--- src/hw/rtl/fdt_pkg.sv ---
// ----------------------------------------------------------------------------
// fdt_pkg
// Shared constants, types and helper functions for the fixed-point to
// decimal text converter.
// ----------------------------------------------------------------------------
`default_nettype none

package fdt_pkg;

  localparam int FRAC_BITS    = 16;
  localparam int INT_BITS     = 32;
  localparam int MAX_DECIMALS = 4;

  localparam int VALUE_W = INT_BITS + FRAC_BITS;
  localparam int DECF_W  = 3;   // width of the decimals field
  localparam int CHAR_W  = 8;
  localparam int POW_MAX = 20;  // 10^19 is the largest that fits 64 bits

  localparam logic [CHAR_W-1:0] CH_ZERO  = 8'h30;
  localparam logic [CHAR_W-1:0] CH_DOT   = 8'h2E;
  localparam logic [CHAR_W-1:0] CH_MINUS = 8'h2D;

  // character select codes
  localparam logic [1:0] CHSEL_DIGIT = 2'd0;
  localparam logic [1:0] CHSEL_DOT   = 2'd1;
  localparam logic [1:0] CHSEL_MINUS = 2'd2;

  function automatic longint unsigned pow10_of(int unsigned n);
    longint unsigned p;
    p = 64'd1;
    for (int i = 0; i < POW_MAX; i++) begin
      if (i < n) p = p * 64'd10;
    end
    return p;
  endfunction

  function automatic int num_digits(longint unsigned v);
    int n;
    n = 1;
    for (int i = 1; i < POW_MAX; i++) begin
      if (v >= pow10_of(i)) n = i + 1;
    end
    return n;
  endfunction

  localparam int INT_DIGITS = num_digits(longint'(64'd1 << (INT_BITS - 1)));
  localparam int P10_W      = $clog2(pow10_of(MAX_DECIMALS) + 64'd1);
  localparam int PROD_W     = FRAC_BITS + P10_W;
  localparam int RF_W       = P10_W + 1;
  localparam int REM_W      = (INT_BITS > P10_W) ? INT_BITS : P10_W;
  localparam int MUL_W      = REM_W + 4;
  localparam int K_W        = $clog2((INT_DIGITS > MAX_DECIMALS) ? INT_DIGITS : MAX_DECIMALS);
  localparam int DEC_W      = $clog2(MAX_DECIMALS + 1);

  // c * 10^k, constant table selected by the digit position
  function automatic logic [MUL_W-1:0] dig_mult(logic [K_W-1:0] k, logic [3:0] c);
    longint unsigned p;
    p = pow10_of(int'(k));
    return MUL_W'(p * longint'(c));
  endfunction

  typedef struct packed {
    logic       load;       // capture the input beat
    logic       mag;        // sign and magnitude
    logic       mul;        // fraction times 10^decimals
    logic       rnd;        // round, split whole and fraction
    logic       lead;       // find leading digit, load whole part
    logic       step;       // peel one digit off the remainder
    logic       load_frac;  // load fraction digits
    logic       emit;       // write the output register
    logic [1:0] chsel;
    logic       last;
  } fdt_cmd_t;

  typedef struct packed {
    logic neg;
    logic dec_zero;
    logic k_zero;
    logic out_free;
  } fdt_stat_t;

endpackage

`default_nettype wire

--- src/hw/rtl/fdt_ctrl.sv ---
// ----------------------------------------------------------------------------
// fdt_ctrl
// Sequencer: setup steps, then one character per free output slot.
// ----------------------------------------------------------------------------
`default_nettype none

module fdt_ctrl
  import fdt_pkg::*;
(
  input  wire logic      clk,
  input  wire logic      rst_n,
  input  wire logic      in_valid,
  output logic           in_ready,
  input  wire fdt_stat_t stat,
  output fdt_cmd_t       cmd
);

  localparam logic [3:0] ST_IDLE = 4'd0;
  localparam logic [3:0] ST_MAG  = 4'd1;
  localparam logic [3:0] ST_MUL  = 4'd2;
  localparam logic [3:0] ST_RND  = 4'd3;
  localparam logic [3:0] ST_LEAD = 4'd4;
  localparam logic [3:0] ST_SIGN = 4'd5;
  localparam logic [3:0] ST_INT  = 4'd6;
  localparam logic [3:0] ST_DOT  = 4'd7;
  localparam logic [3:0] ST_FRAC = 4'd8;

  logic [3:0] state_r, state_nxt;

  always_ff @(posedge clk) begin
    if (!rst_n) state_r <= ST_IDLE;
    else        state_r <= state_nxt;
  end

  assign in_ready = (state_r == ST_IDLE);

  always_comb begin
    state_nxt = state_r;
    cmd       = '0;
    cmd.chsel = CHSEL_DIGIT;
    unique case (state_r)
      ST_IDLE: begin
        if (in_valid) begin
          cmd.load  = 1'b1;
          state_nxt = ST_MAG;
        end
      end
      ST_MAG: begin
        cmd.mag   = 1'b1;
        state_nxt = ST_MUL;
      end
      ST_MUL: begin
        cmd.mul   = 1'b1;
        state_nxt = ST_RND;
      end
      ST_RND: begin
        cmd.rnd   = 1'b1;
        state_nxt = ST_LEAD;
      end
      ST_LEAD: begin
        cmd.lead  = 1'b1;
        state_nxt = stat.neg ? ST_SIGN : ST_INT;
      end
      ST_SIGN: begin
        if (stat.out_free) begin
          cmd.emit  = 1'b1;
          cmd.chsel = CHSEL_MINUS;
          state_nxt = ST_INT;
        end
      end
      ST_INT: begin
        if (stat.out_free) begin
          cmd.emit = 1'b1;
          cmd.step = 1'b1;
          cmd.last = stat.k_zero && stat.dec_zero;
          if (stat.k_zero) state_nxt = stat.dec_zero ? ST_IDLE : ST_DOT;
        end
      end
      ST_DOT: begin
        if (stat.out_free) begin
          cmd.emit      = 1'b1;
          cmd.chsel     = CHSEL_DOT;
          cmd.load_frac = 1'b1;
          state_nxt     = ST_FRAC;
        end
      end
      ST_FRAC: begin
        if (stat.out_free) begin
          cmd.emit = 1'b1;
          cmd.step = 1'b1;
          cmd.last = stat.k_zero;
          if (stat.k_zero) state_nxt = ST_IDLE;
        end
      end
      default: state_nxt = ST_IDLE;
    endcase
  end

endmodule

`default_nettype wire

--- config.mk ---
export PLATFORM = sky130hd
export DESIGN_NAME = fdt_ctrl
export DESIGN_NICKNAME = d
export VERILOG_FILES = /design/src/hw/rtl/fdt_pkg.sv /design/src/hw/rtl/fdt_ctrl.sv
export SDC_FILE = /design/constraint.sdc
export NUM_CORES = 1
export LEC_CHECK = 0
export ABC_AREA = 1
export ABC_CLOCK_PERIOD_IN_PS = 2350
export CAP_MARGIN = 10
export CORE_MARGIN = 3
export CORE_UTILIZATION = 31
export DETAILED_ROUTE_END_ITERATION = 10
export DONT_BUFFER_PORTS = 1
export GPL_TIMING_DRIVEN = 0
export SLEW_MARGIN = 20
export SYNTH_ARGS = -nofsm -noshare
export SYNTH_HDL_FRONTEND = slang
export SYNTH_SLANG_ARGS = --single-unit
--- constraint.sdc ---
create_clock -name clk -period 2.35 [get_ports clk]
set_input_delay 0.235 -clock clk [delete_from_list [all_inputs] [get_ports clk]]
set_output_delay 0.235 -clock clk [all_outputs]
set_load 0.05 [all_outputs]
==> flow_summary.ini <==
[run_status]
outcome = complete, no violations

[critical_path]
arrival_ps = 1970
critPathCaptureType = output port
r2r-start = state_r[3]
path_class = reg2out
reg2reg_depth = 7
worstSetupStartpointType = flop
required_ps = 2120
r2r_setup_slack_ps = 580
r2r_end = state_r[0]
cp_max_fo = 4

[yosys]
synthMuxAreaShare_pct = 0
synth_top_family_by_area = simple AND/OR/NAND/NOR gates
ys_ff_latch = 4
syn_inst = 73
synth_seq_area_share_pct = 19.81
synthAdderAreaFrac_pct = 0
synth_compound_area_share_pct = 6.811
netlist_area_um2 = 404.1
synth_warnings = 0
synth.avg_cell_area_um2 = 5.536
ys_types = 17
synth_xor_area_share_pct = 0
synth-simple-area-share_pct = 59.44
synth_nets = 80

[placed_design]
port_buffers = 0
placed_cells = 89
finalWeightedCongestion = 0.8055
dp_hpwl_um = 747.1

[floorplanning]
start_util_pct = 34.51
die_h_um = 42.11
fp.dieW_um = 42.11
die_area_mm2 = 0.001773
row_count = 12
ios = 19
core-area_mm2 = 0.001171

[global_routing]
grt_pass1_wl_um = 1449
grt_usage_pct = 10.31
grt_pass1_vias = 371
grt_overflow = 0
grt_max_degree = 8
antenna_found_initial = 0

[route]
drc = 0
via_count = 418
wl_um = 857
final_antenna_net_count = 0
via_per_inst = 4.543
wl_per_cell_um = 9.315
drtIter0Drc = 2
drt-pass1-iter-count = 4

[clock_tree]
cts_setup_buffers = 0
clk-insertion-delay-late_ps = 230
clock_path_buffers = 2
htreeDepth = 1
holdBufCountCts = 0
cts-resized-gates = 0
numCtsBuffers = 3
cts.sinks = 4
clk_pin_slew_ps = 40
cts_root_buf = clkbuf_4
cts_tree = built

[layout]
regMostFlops = state_r
insertedDiodeCount = 0
reg_top3 = state_r: 4 flops
final_layout_size_suffix_gt1_share_pct = 25.64
syn_to_final_growth_pct = 16.41
largest_reg_flops = 4
layout.nets = 87
nFillCells = 136
fin_cells = 92

[power_and_ir_drop]
power_density_mw_per_mm2 = 1757
p_leak_nw = 0.2664
peakVddDrop_mv = 0.5528

[flow_run]
drv_cap = 0

[hold_path]
hp-class = in2reg
hold_path_end = state_r[1]
min_from = rst_n
whs_path_depth = 2

[timing]
skew_ps = 3.165
worstMarginPinSlew_ps = 1056
fmax_mhz = 454.1
hold_viol = 0
fin_setup_tns_ps = 0
slew_headroom_pct = 29.80
drv_slew = 0
setup_violations = 0
period_share_pct = 93.70
fin_crit_ps = 2202
rsz0062_at_grt = no
==> power by group <==
group	switching (mW)	internal, mW	total, mW
Sequential	0.0401	0.0988	0.139
Combinational	0.459	0.148	0.607
Clock	0.0245	0.0569	0.0813
Total	0.523	0.304	0.827
==> Yosys cell counts (all sizes together) <==
library cell | number | area share [%]
dfxtp | 4 | 20
o211ai | 2 | 3.7
a21oi | 1 | 1.2
buf | 1 | 1.9
nand4 | 1 | 1.5
inv | 13 | 12
nand3 | 3 | 6.8
and2 | 1 | 1.5
nor3 | 2 | 2.5
nor2 | 18 | 19
a211oi | 1 | 1.9
nand2 | 26 | 28
==> worst max-delay path by stage <==
| stage | cells past startpoint | slack (ps) | end | startpoint |
|---|---|---|---|---|
| 6_report | 5 | 150 | cmd[4] | state_r[2] |
| 5_1_grt | 5 | 50 | cmd[4] | state_r[2] |
| 4_1_cts | 5 | 130 | cmd[4] | state_r[2] |
| 3_5_place_dp | 5 | 380 | cmd[4] | state_r[2] |
| 3_3_place_gp | 6 | 90 | cmd[0] | state_r[2] |
| 2_1_floorplan | 6 | 170 | cmd[0] | state_r[2] |
==> area by class of cell <==
cell class                 count  area (µm²)  area share, %
multi-input combinational     55       282.8          60.11
sequential                     4       80.08          17.02
inverter                      13       48.80          10.37
clock buffer                   3       22.52          4.787
tap                           14       17.52          3.723
timing repair buffer           2       11.26          2.394
buffer                         1       7.507          1.596
==> stage by stage <==
step | hold slack [ps] | power [mW] | worst slack, ps | cell area (µm²) | util, %
after floorplan | 355.4 | 0.6664 | 170.5 | 404.1 | -
after CTS | 114.5 | 0.8391 | 128.4 | 470.5 | 40.17
after global routing | 128.3 | 0.9082 | 51.45 | 470.5 | 40.17
final | 123.2 | 0.8268 | 148.0 | 470.5 | 40.17
after global placement | 359.6 | 0.7306 | 87.92 | 421.7 | 36.00
after detailed placement | 363.3 | 0.7519 | 379.0 | 447.9 | 38.25
==> metal layers <==
metal	up-vias	routed length, µm	GRT usage [%]
met3	0	51	3.433
met5	-	0	0
met4	0	0	7.453
met1	176	404	11.87
li1	230	-	-
met2	12	401	15.74
==> critical path, stage by stage, from the launching register on <==
cell,delay [ps]
dfxtp_1,370
inv_1,90
nor2_2,150
nand2_1,80
nor2_1,710
buf_4,340
==> cells by family after synthesis <==
| logic type | count (synthesis) |
|---|---|
| buffers and inverters | 14 |
| AND/OR/NAND/NOR | 51 |
| AO/OA/AOI/OAI | 4 |
| flip-flops | 4 |
==> cells in the final DEF, fill, tap and decap left out <==
cell type  count
buf_1          1
clkbuf_4       3
nand3_4        1
and2_1         1
o211ai_1       2
nand2_4        1
nand3_1        2
a211oi_2       1
nor2_2         3
nand2_2        4
nor2_1        15
dfxtp_1        4
buf_4          2
nor3_2         2
nand4_1        1
nand2_1       21
inv_2          3
inv_1         10
a21oi_1        1
Note: power is estimated with default switching activity, not from simulation.
