===== config.mk =====
export PLATFORM = sky130hd
export DESIGN_NAME = fdt_datapath
export DESIGN_NICKNAME = d
export VERILOG_FILES = /design/src/hw/rtl/fdt_pkg.sv /design/src/hw/rtl/fdt_datapath.sv
export SDC_FILE = /design/constraint.sdc
export NUM_CORES = 1
export LEC_CHECK = 0
export BUFFER_PORTS_ARGS = -buffer_cell sky130_fd_sc_hd__buf_2
export CORE_AREA = 2 2 367 369
export DETAILED_ROUTE_END_ITERATION = 8
export DIE_AREA = 0 0 369 371
export PLACE_DENSITY_LB_ADDON = 0.1
export SYNTH_ARGS = -nofsm -noshare
export SYNTH_HDL_FRONTEND = slang
export SYNTH_SLANG_ARGS = --single-unit
export TNS_END_PERCENT = 30

===== constraint.sdc =====
create_clock -name clk -period 79.1 [get_ports clk]
set_clock_uncertainty 0.2 [all_clocks]
set_input_delay 11.865 -clock clk [delete_from_list [all_inputs] [get_ports clk]]
set_output_delay 11.865 -clock clk [all_outputs]
set_load 0.01 [all_outputs]

===== src/hw/rtl/fdt_pkg.sv =====
// ----------------------------------------------------------------------------
// fdt_pkg
// Shared constants, types and helper functions for the fixed-point to
// decimal text converter.
// ----------------------------------------------------------------------------
`default_nettype none

package fdt_pkg;

  localparam int FRAC_BITS    = 16;
  localparam int INT_BITS     = 32;
  localparam int MAX_DECIMALS = 4;

  localparam int VALUE_W = INT_BITS + FRAC_BITS;
  localparam int DECF_W  = 3;   // width of the decimals field
  localparam int CHAR_W  = 8;
  localparam int POW_MAX = 20;  // 10^19 is the largest that fits 64 bits

  localparam logic [CHAR_W-1:0] CH_ZERO  = 8'h30;
  localparam logic [CHAR_W-1:0] CH_DOT   = 8'h2E;
  localparam logic [CHAR_W-1:0] CH_MINUS = 8'h2D;

  // character select codes
  localparam logic [1:0] CHSEL_DIGIT = 2'd0;
  localparam logic [1:0] CHSEL_DOT   = 2'd1;
  localparam logic [1:0] CHSEL_MINUS = 2'd2;

  function automatic longint unsigned pow10_of(int unsigned n);
    longint unsigned p;
    p = 64'd1;
    for (int i = 0; i < POW_MAX; i++) begin
      if (i < n) p = p * 64'd10;
    end
    return p;
  endfunction

  function automatic int num_digits(longint unsigned v);
    int n;
    n = 1;
    for (int i = 1; i < POW_MAX; i++) begin
      if (v >= pow10_of(i)) n = i + 1;
    end
    return n;
  endfunction

  localparam int INT_DIGITS = num_digits(longint'(64'd1 << (INT_BITS - 1)));
  localparam int P10_W      = $clog2(pow10_of(MAX_DECIMALS) + 64'd1);
  localparam int PROD_W     = FRAC_BITS + P10_W;
  localparam int RF_W       = P10_W + 1;
  localparam int REM_W      = (INT_BITS > P10_W) ? INT_BITS : P10_W;
  localparam int MUL_W      = REM_W + 4;
  localparam int K_W        = $clog2((INT_DIGITS > MAX_DECIMALS) ? INT_DIGITS : MAX_DECIMALS);
  localparam int DEC_W      = $clog2(MAX_DECIMALS + 1);

  // c * 10^k, constant table selected by the digit position
  function automatic logic [MUL_W-1:0] dig_mult(logic [K_W-1:0] k, logic [3:0] c);
    longint unsigned p;
    p = pow10_of(int'(k));
    return MUL_W'(p * longint'(c));
  endfunction

  typedef struct packed {
    logic       load;       // capture the input beat
    logic       mag;        // sign and magnitude
    logic       mul;        // fraction times 10^decimals
    logic       rnd;        // round, split whole and fraction
    logic       lead;       // find leading digit, load whole part
    logic       step;       // peel one digit off the remainder
    logic       load_frac;  // load fraction digits
    logic       emit;       // write the output register
    logic [1:0] chsel;
    logic       last;
  } fdt_cmd_t;

  typedef struct packed {
    logic neg;
    logic dec_zero;
    logic k_zero;
    logic out_free;
  } fdt_stat_t;

endpackage

`default_nettype wire


===== src/hw/rtl/fdt_datapath.sv =====
// ----------------------------------------------------------------------------
// fdt_datapath
// Magnitude, rounding, digit extraction and the output register.
// ----------------------------------------------------------------------------
`default_nettype none

module fdt_datapath
  import fdt_pkg::*;
(
  input  wire logic                      clk,
  input  wire logic                      rst_n,
  input  wire logic signed [VALUE_W-1:0] in_value,
  input  wire logic        [DECF_W-1:0]  in_decimals,
  input  wire fdt_cmd_t                  cmd,
  output fdt_stat_t                      stat,
  output logic                           out_valid,
  input  wire logic                      out_ready,
  output logic             [CHAR_W-1:0]  out_text_char,
  output logic                           out_last
);

  logic [VALUE_W-1:0]  raw_r;
  logic [DEC_W-1:0]    dec_r;
  logic                neg_r;
  logic [VALUE_W-1:0]  mag_r;
  logic [PROD_W-1:0]   prod_r;
  logic [INT_BITS-1:0] whole_r;
  logic [P10_W-1:0]    frac_r;
  logic [REM_W-1:0]    rem_r;
  logic [K_W-1:0]      k_r;
  logic [CHAR_W-1:0]   char_r;
  logic                last_r;
  logic                valid_r;

  logic [P10_W-1:0]    p10;
  logic [RF_W-1:0]     rf;
  logic                carry;
  logic [K_W-1:0]      lead;
  logic [3:0]          digit;
  logic [MUL_W-1:0]    rem_ext;
  logic [MUL_W-1:0]    sub;
  logic [CHAR_W-1:0]   char_sel;
  logic [DEC_W-1:0]    dec_sat;

  assign p10 = P10_W'(pow10_of(int'(dec_r)));
  assign dec_sat = (in_decimals > DECF_W'(MAX_DECIMALS)) ? DEC_W'(MAX_DECIMALS)
                                                        : in_decimals[DEC_W-1:0];

  // round half up: add half an LSB of the fraction scale
  assign rf    = RF_W'((PROD_W+1)'(prod_r) + (PROD_W+1)'(1 << (FRAC_BITS - 1)) >> FRAC_BITS);
  assign carry = (rf == RF_W'(p10));

  always_comb begin
    lead = '0;
    for (int k = 1; k < INT_DIGITS; k++) begin
      if (MUL_W'(whole_r) >= MUL_W'(pow10_of(k))) lead = K_W'(k);
    end
  end

  // digit = count of multiples of 10^k that fit in the remainder
  assign rem_ext = MUL_W'(rem_r);
  always_comb begin
    digit = '0;
    for (int c = 1; c < 10; c++) begin
      if (rem_ext >= dig_mult(k_r, 4'(c))) digit = 4'(c);
    end
    sub = dig_mult(k_r, digit);
  end

  always_comb begin
    unique case (cmd.chsel)
      CHSEL_DOT:   char_sel = CH_DOT;
      CHSEL_MINUS: char_sel = CH_MINUS;
      default:     char_sel = CH_ZERO + CHAR_W'(digit);
    endcase
  end

  always_ff @(posedge clk) begin
    if (cmd.load) begin
      raw_r <= in_value;
      dec_r <= dec_sat;
    end
    if (cmd.mag) begin
      neg_r <= raw_r[VALUE_W-1];
      mag_r <= raw_r[VALUE_W-1] ? (~raw_r + VALUE_W'(1)) : raw_r;
    end
    if (cmd.mul) begin
      prod_r <= PROD_W'(mag_r[FRAC_BITS-1:0]) * PROD_W'(p10);
    end
    if (cmd.rnd) begin
      whole_r <= mag_r[VALUE_W-1:FRAC_BITS] + INT_BITS'(carry);
      frac_r  <= carry ? '0 : P10_W'(rf);
    end
    if (cmd.lead) begin
      rem_r <= REM_W'(whole_r);
      k_r   <= lead;
    end else if (cmd.load_frac) begin
      rem_r <= REM_W'(frac_r);
      k_r   <= K_W'(dec_r) - K_W'(1);
    end else if (cmd.step) begin
      rem_r <= rem_r - REM_W'(sub);
      k_r   <= k_r - K_W'(1);
    end
    if (cmd.emit) begin
      char_r <= char_sel;
      last_r <= cmd.last;
    end
  end

  always_ff @(posedge clk) begin
    if (!rst_n)        valid_r <= 1'b0;
    else if (cmd.emit) valid_r <= 1'b1;
    else if (out_ready) valid_r <= 1'b0;
  end

  assign stat.neg      = neg_r;
  assign stat.dec_zero = (dec_r == '0);
  assign stat.k_zero   = (k_r == '0);
  assign stat.out_free = !valid_r || out_ready;

  assign out_valid     = valid_r;
  assign out_text_char = char_r;
  assign out_last      = last_r;

endmodule

`default_nettype wire


==> results.yml <==
run_status:
  status: "finished, final reports clean"
sta:
  finalHoldViolCount: 0
  setup_violations: 0
  finalSetupTns_ns: 0
  hold_slack_ns: 0.277
  period_share: 0.473
  slew_violations: 0
  slew_headroom: 0.104
  rsz0062_at_grt: "no"
  fmax_ghz: 0.0267
  worst_pin_slew_ns: 1.33
  fin_crit_ns: 37.42
run:
  maxCapViolations: 0
cts:
  numClockSinks: 204
  hold_buffers: 0
  cts_buffers: 25
  clock_path_buffers: 3
  worstSkewPairLatency_ns: 0.63
  cts_tree: "built"
  cts-resized-gates: 0
  clk_pin_slew_worst_paths_ns: 0.08
  post_cts_buffers: 0
  htreeDepth: 1
  root_buffer: "clkbuf_16"
floorplanning:
  rows: 134
  start_util: 0.447
  coreArea_sq_um: 133000
  die_h_um: 371
  ios: 79
  die-area_sq_um: 137000
  die_x_um: 369
grt:
  grt_pass1_vias: 51200
  grtUsageTotal: 0.252
  grt_pass1_wl_um: 279000
  grt_max_degree: 51
  grt_overflow: 0
  antenna_found_initial: 6
drt:
  wl_um: 173000
  vias: 51500
  drtIter0Drc: 3561
  detail-route-antenna-nets: 0
  dr.pass1.iters: 5
  avgViaCountPerCell: 5.74
  wl_per_cell_um: 19.3
  drc: 0
worst_setup_path:
  critPathSlowestCell: "o311ai_0"
  worstSetupPathType: "reg -> reg"
  path_buf_inv: 14
  worst_path_largest_cell_delay_ns: 1.11
  endpoint_kind: "flip-flop"
  crit_required_ns: 79.38
  worst_ep_arrival_time_ns: 37.71
  cp_max_fo: 19
  crit_family: "compound AO/OA/AOI/OAI gates"
  critical_path.most_common_cell: "ha_1"
  startpoint_type: "flip-flop"
placed_design:
  port-buffer-count: 75
  gp_congestion: 0.919
  hpwl_um: 142000
  dp_cells: 8933
synth:
  yosys_warnings: 0
  yosysUniqueCellTypes: 100
  synth-seq-cells: 204
  syn_inst: 7164
  synthesis.area_sq_um: 59400
  syn_avg_cell_area_sq_um: 8.29
  synth_ff_type: "edfxtp_1"
  synthArstFlopShare: 0
  synth-edff-count: 203
  seq_area_frac_synth: 0.103
layout:
  multi_input_area_sq_um: 49900
  nets: 8854
  synthToLayoutAreaGrowth_pct: 5.82
  seqCellArea_sq_um: 6120
  fin_util: 0.473
  layout-drive-gt1-share: 0.0534
  fillers: 13200
  layout.cells.non_filler: 8980
worst_hold_path:
  hp-class: "reg -> reg"
==> cell usage after synthesis (all sizes together), types with 10 or more instances <==
master	number	area [sq um]
a31o	20	175
o21a	117	878
or2	33	206
a21o	295	2210
fa	305	6110
nor2b	87	552
o41ai	19	193
mux2	97	1090
a2111oi	17	168
o2111ai	14	123
o22ai	11	68.8
ha	1292	16200
o211a	14	140
nor2	491	1840
o31ai	52	404
nor3	94	480
clkbuf	134	503
xor2	173	1520
xnor2	345	3020
edfxtp	203	6100
and3	94	593
o21bai	68	510
a311oi	11	96.3
a31oi	54	338
o21ai	391	1960
or3	46	288
nand2b	100	626
nand2	566	2120
and4	16	140
a41oi	10	87.6
nor4	23	159
nand3	126	631
a22o	13	114
buf	21	98.9
o31a	18	158
inv	742	2790
a21oi	519	2600
o211ai	47	353
a211o	19	166
and2	121	757
a21boi	30	225
a211oi	58	445
mux2i	31	314
nand4	90	563
==> routing by layer <==
layer	vias to the layer above	routed length, um	share of wire	global-route usage
met3	177	10000	0.058	0.0315
met2	1186	74100	0.43	0.397
met5	-	38	0.00022	0
li1	25700	-	-	-
met1	24500	84600	0.49	0.365
met4	6	4250	0.025	0.0606
==> path summary, 6_finish.rpt <==
check                      start             endpoint  slack [ns]  cells after the start
max             k_r[1]$_DFFE_PP_  rem_r[31]$_DFFE_PP_       41.68                    145
min          raw_r[47]$_DFFE_PP_      neg_r$_DFFE_PP_        0.28                      0
max reg2reg     k_r[1]$_DFFE_PP_  rem_r[31]$_DFFE_PP_       41.68                    145
min reg2reg  raw_r[47]$_DFFE_PP_      neg_r$_DFFE_PP_        0.28                      0
==> cell usage in the layout, fill, tap and decap left out, types with 173 or more instances in the layout <==
cell	count
xnor2_1	345
ha_1	1292
edfxtp_1	203
inv_1	742
a21oi_1	517
a21o_1	295
nand2_1	566
o21ai_0	372
xor2_1	173
fa_1	305
nor2_1	489
==> area by class of cell <==
cell class,instances,share of cell area
clock inverters,19,0.00293
clock buffers,27,0.0101
flip-flops and latches,204,0.0973
repair buffers,155,0.0155
well taps,1768,0.0352
diodes,1,0.0000398
inverters,744,0.0444
multi-input cells,6062,0.794
==> through the flow <==
step	instance area (sq um)	setup WS, ns
6_report	62800	41.68
5_1_grt	62800	39.30
4_1_cts	62800	42.10
3_5_place_dp	62000	42.24
3_3_place_gp	62000	42.12
2_1_floorplan	59400	47.38
==> worst reg2reg max path: cells and delay by family, from the launching register on <==
family | cells | cell delay [ns]
xor+xnor | 12 | 1.98
compound gates | 52 | 15.51
fa+ha+maj | 31 | 10.51
buf+inv | 14 | 1.90
flops | 1 | 0.39
simple gates | 36 | 6.79
==> kinds of logic (layout without fill, tap and decap cells) <==
| kind of cell | count (synthesis) | count (layout) | synth area share |
|---|---|---|---|
| XOR/XNOR | 521 | 521 | 0.0775 |
| adder cells (fa/ha/maj) | 1597 | 1597 | 0.375 |
| AND/OR/NAND/NOR | 1930 | 1930 | 0.157 |
| AO/OA/AOI/OAI | 1882 | 1882 | 0.206 |
| flip-flops | 204 | 204 | 0.103 |
| buffers and inverters | 899 | 945 | 0.0572 |
| multiplexers | 129 | 129 | 0.0241 |
| other | 2 | 4 | 0.000126 |
==> registers in the layout, indices dropped and copies added, names as in the netlist <==
register,flops
neg_r,1
mag_r,48
k_r,4
out_text_char,5
raw_r,48
out_last,1
rem_r,32
prod_r,15
dec_r,3
whole_r,32
out_valid,1
frac_r,14
Power is not shown: default switching activity piles up to over one toggle a cycle in this logic, so the estimate is an artifact.
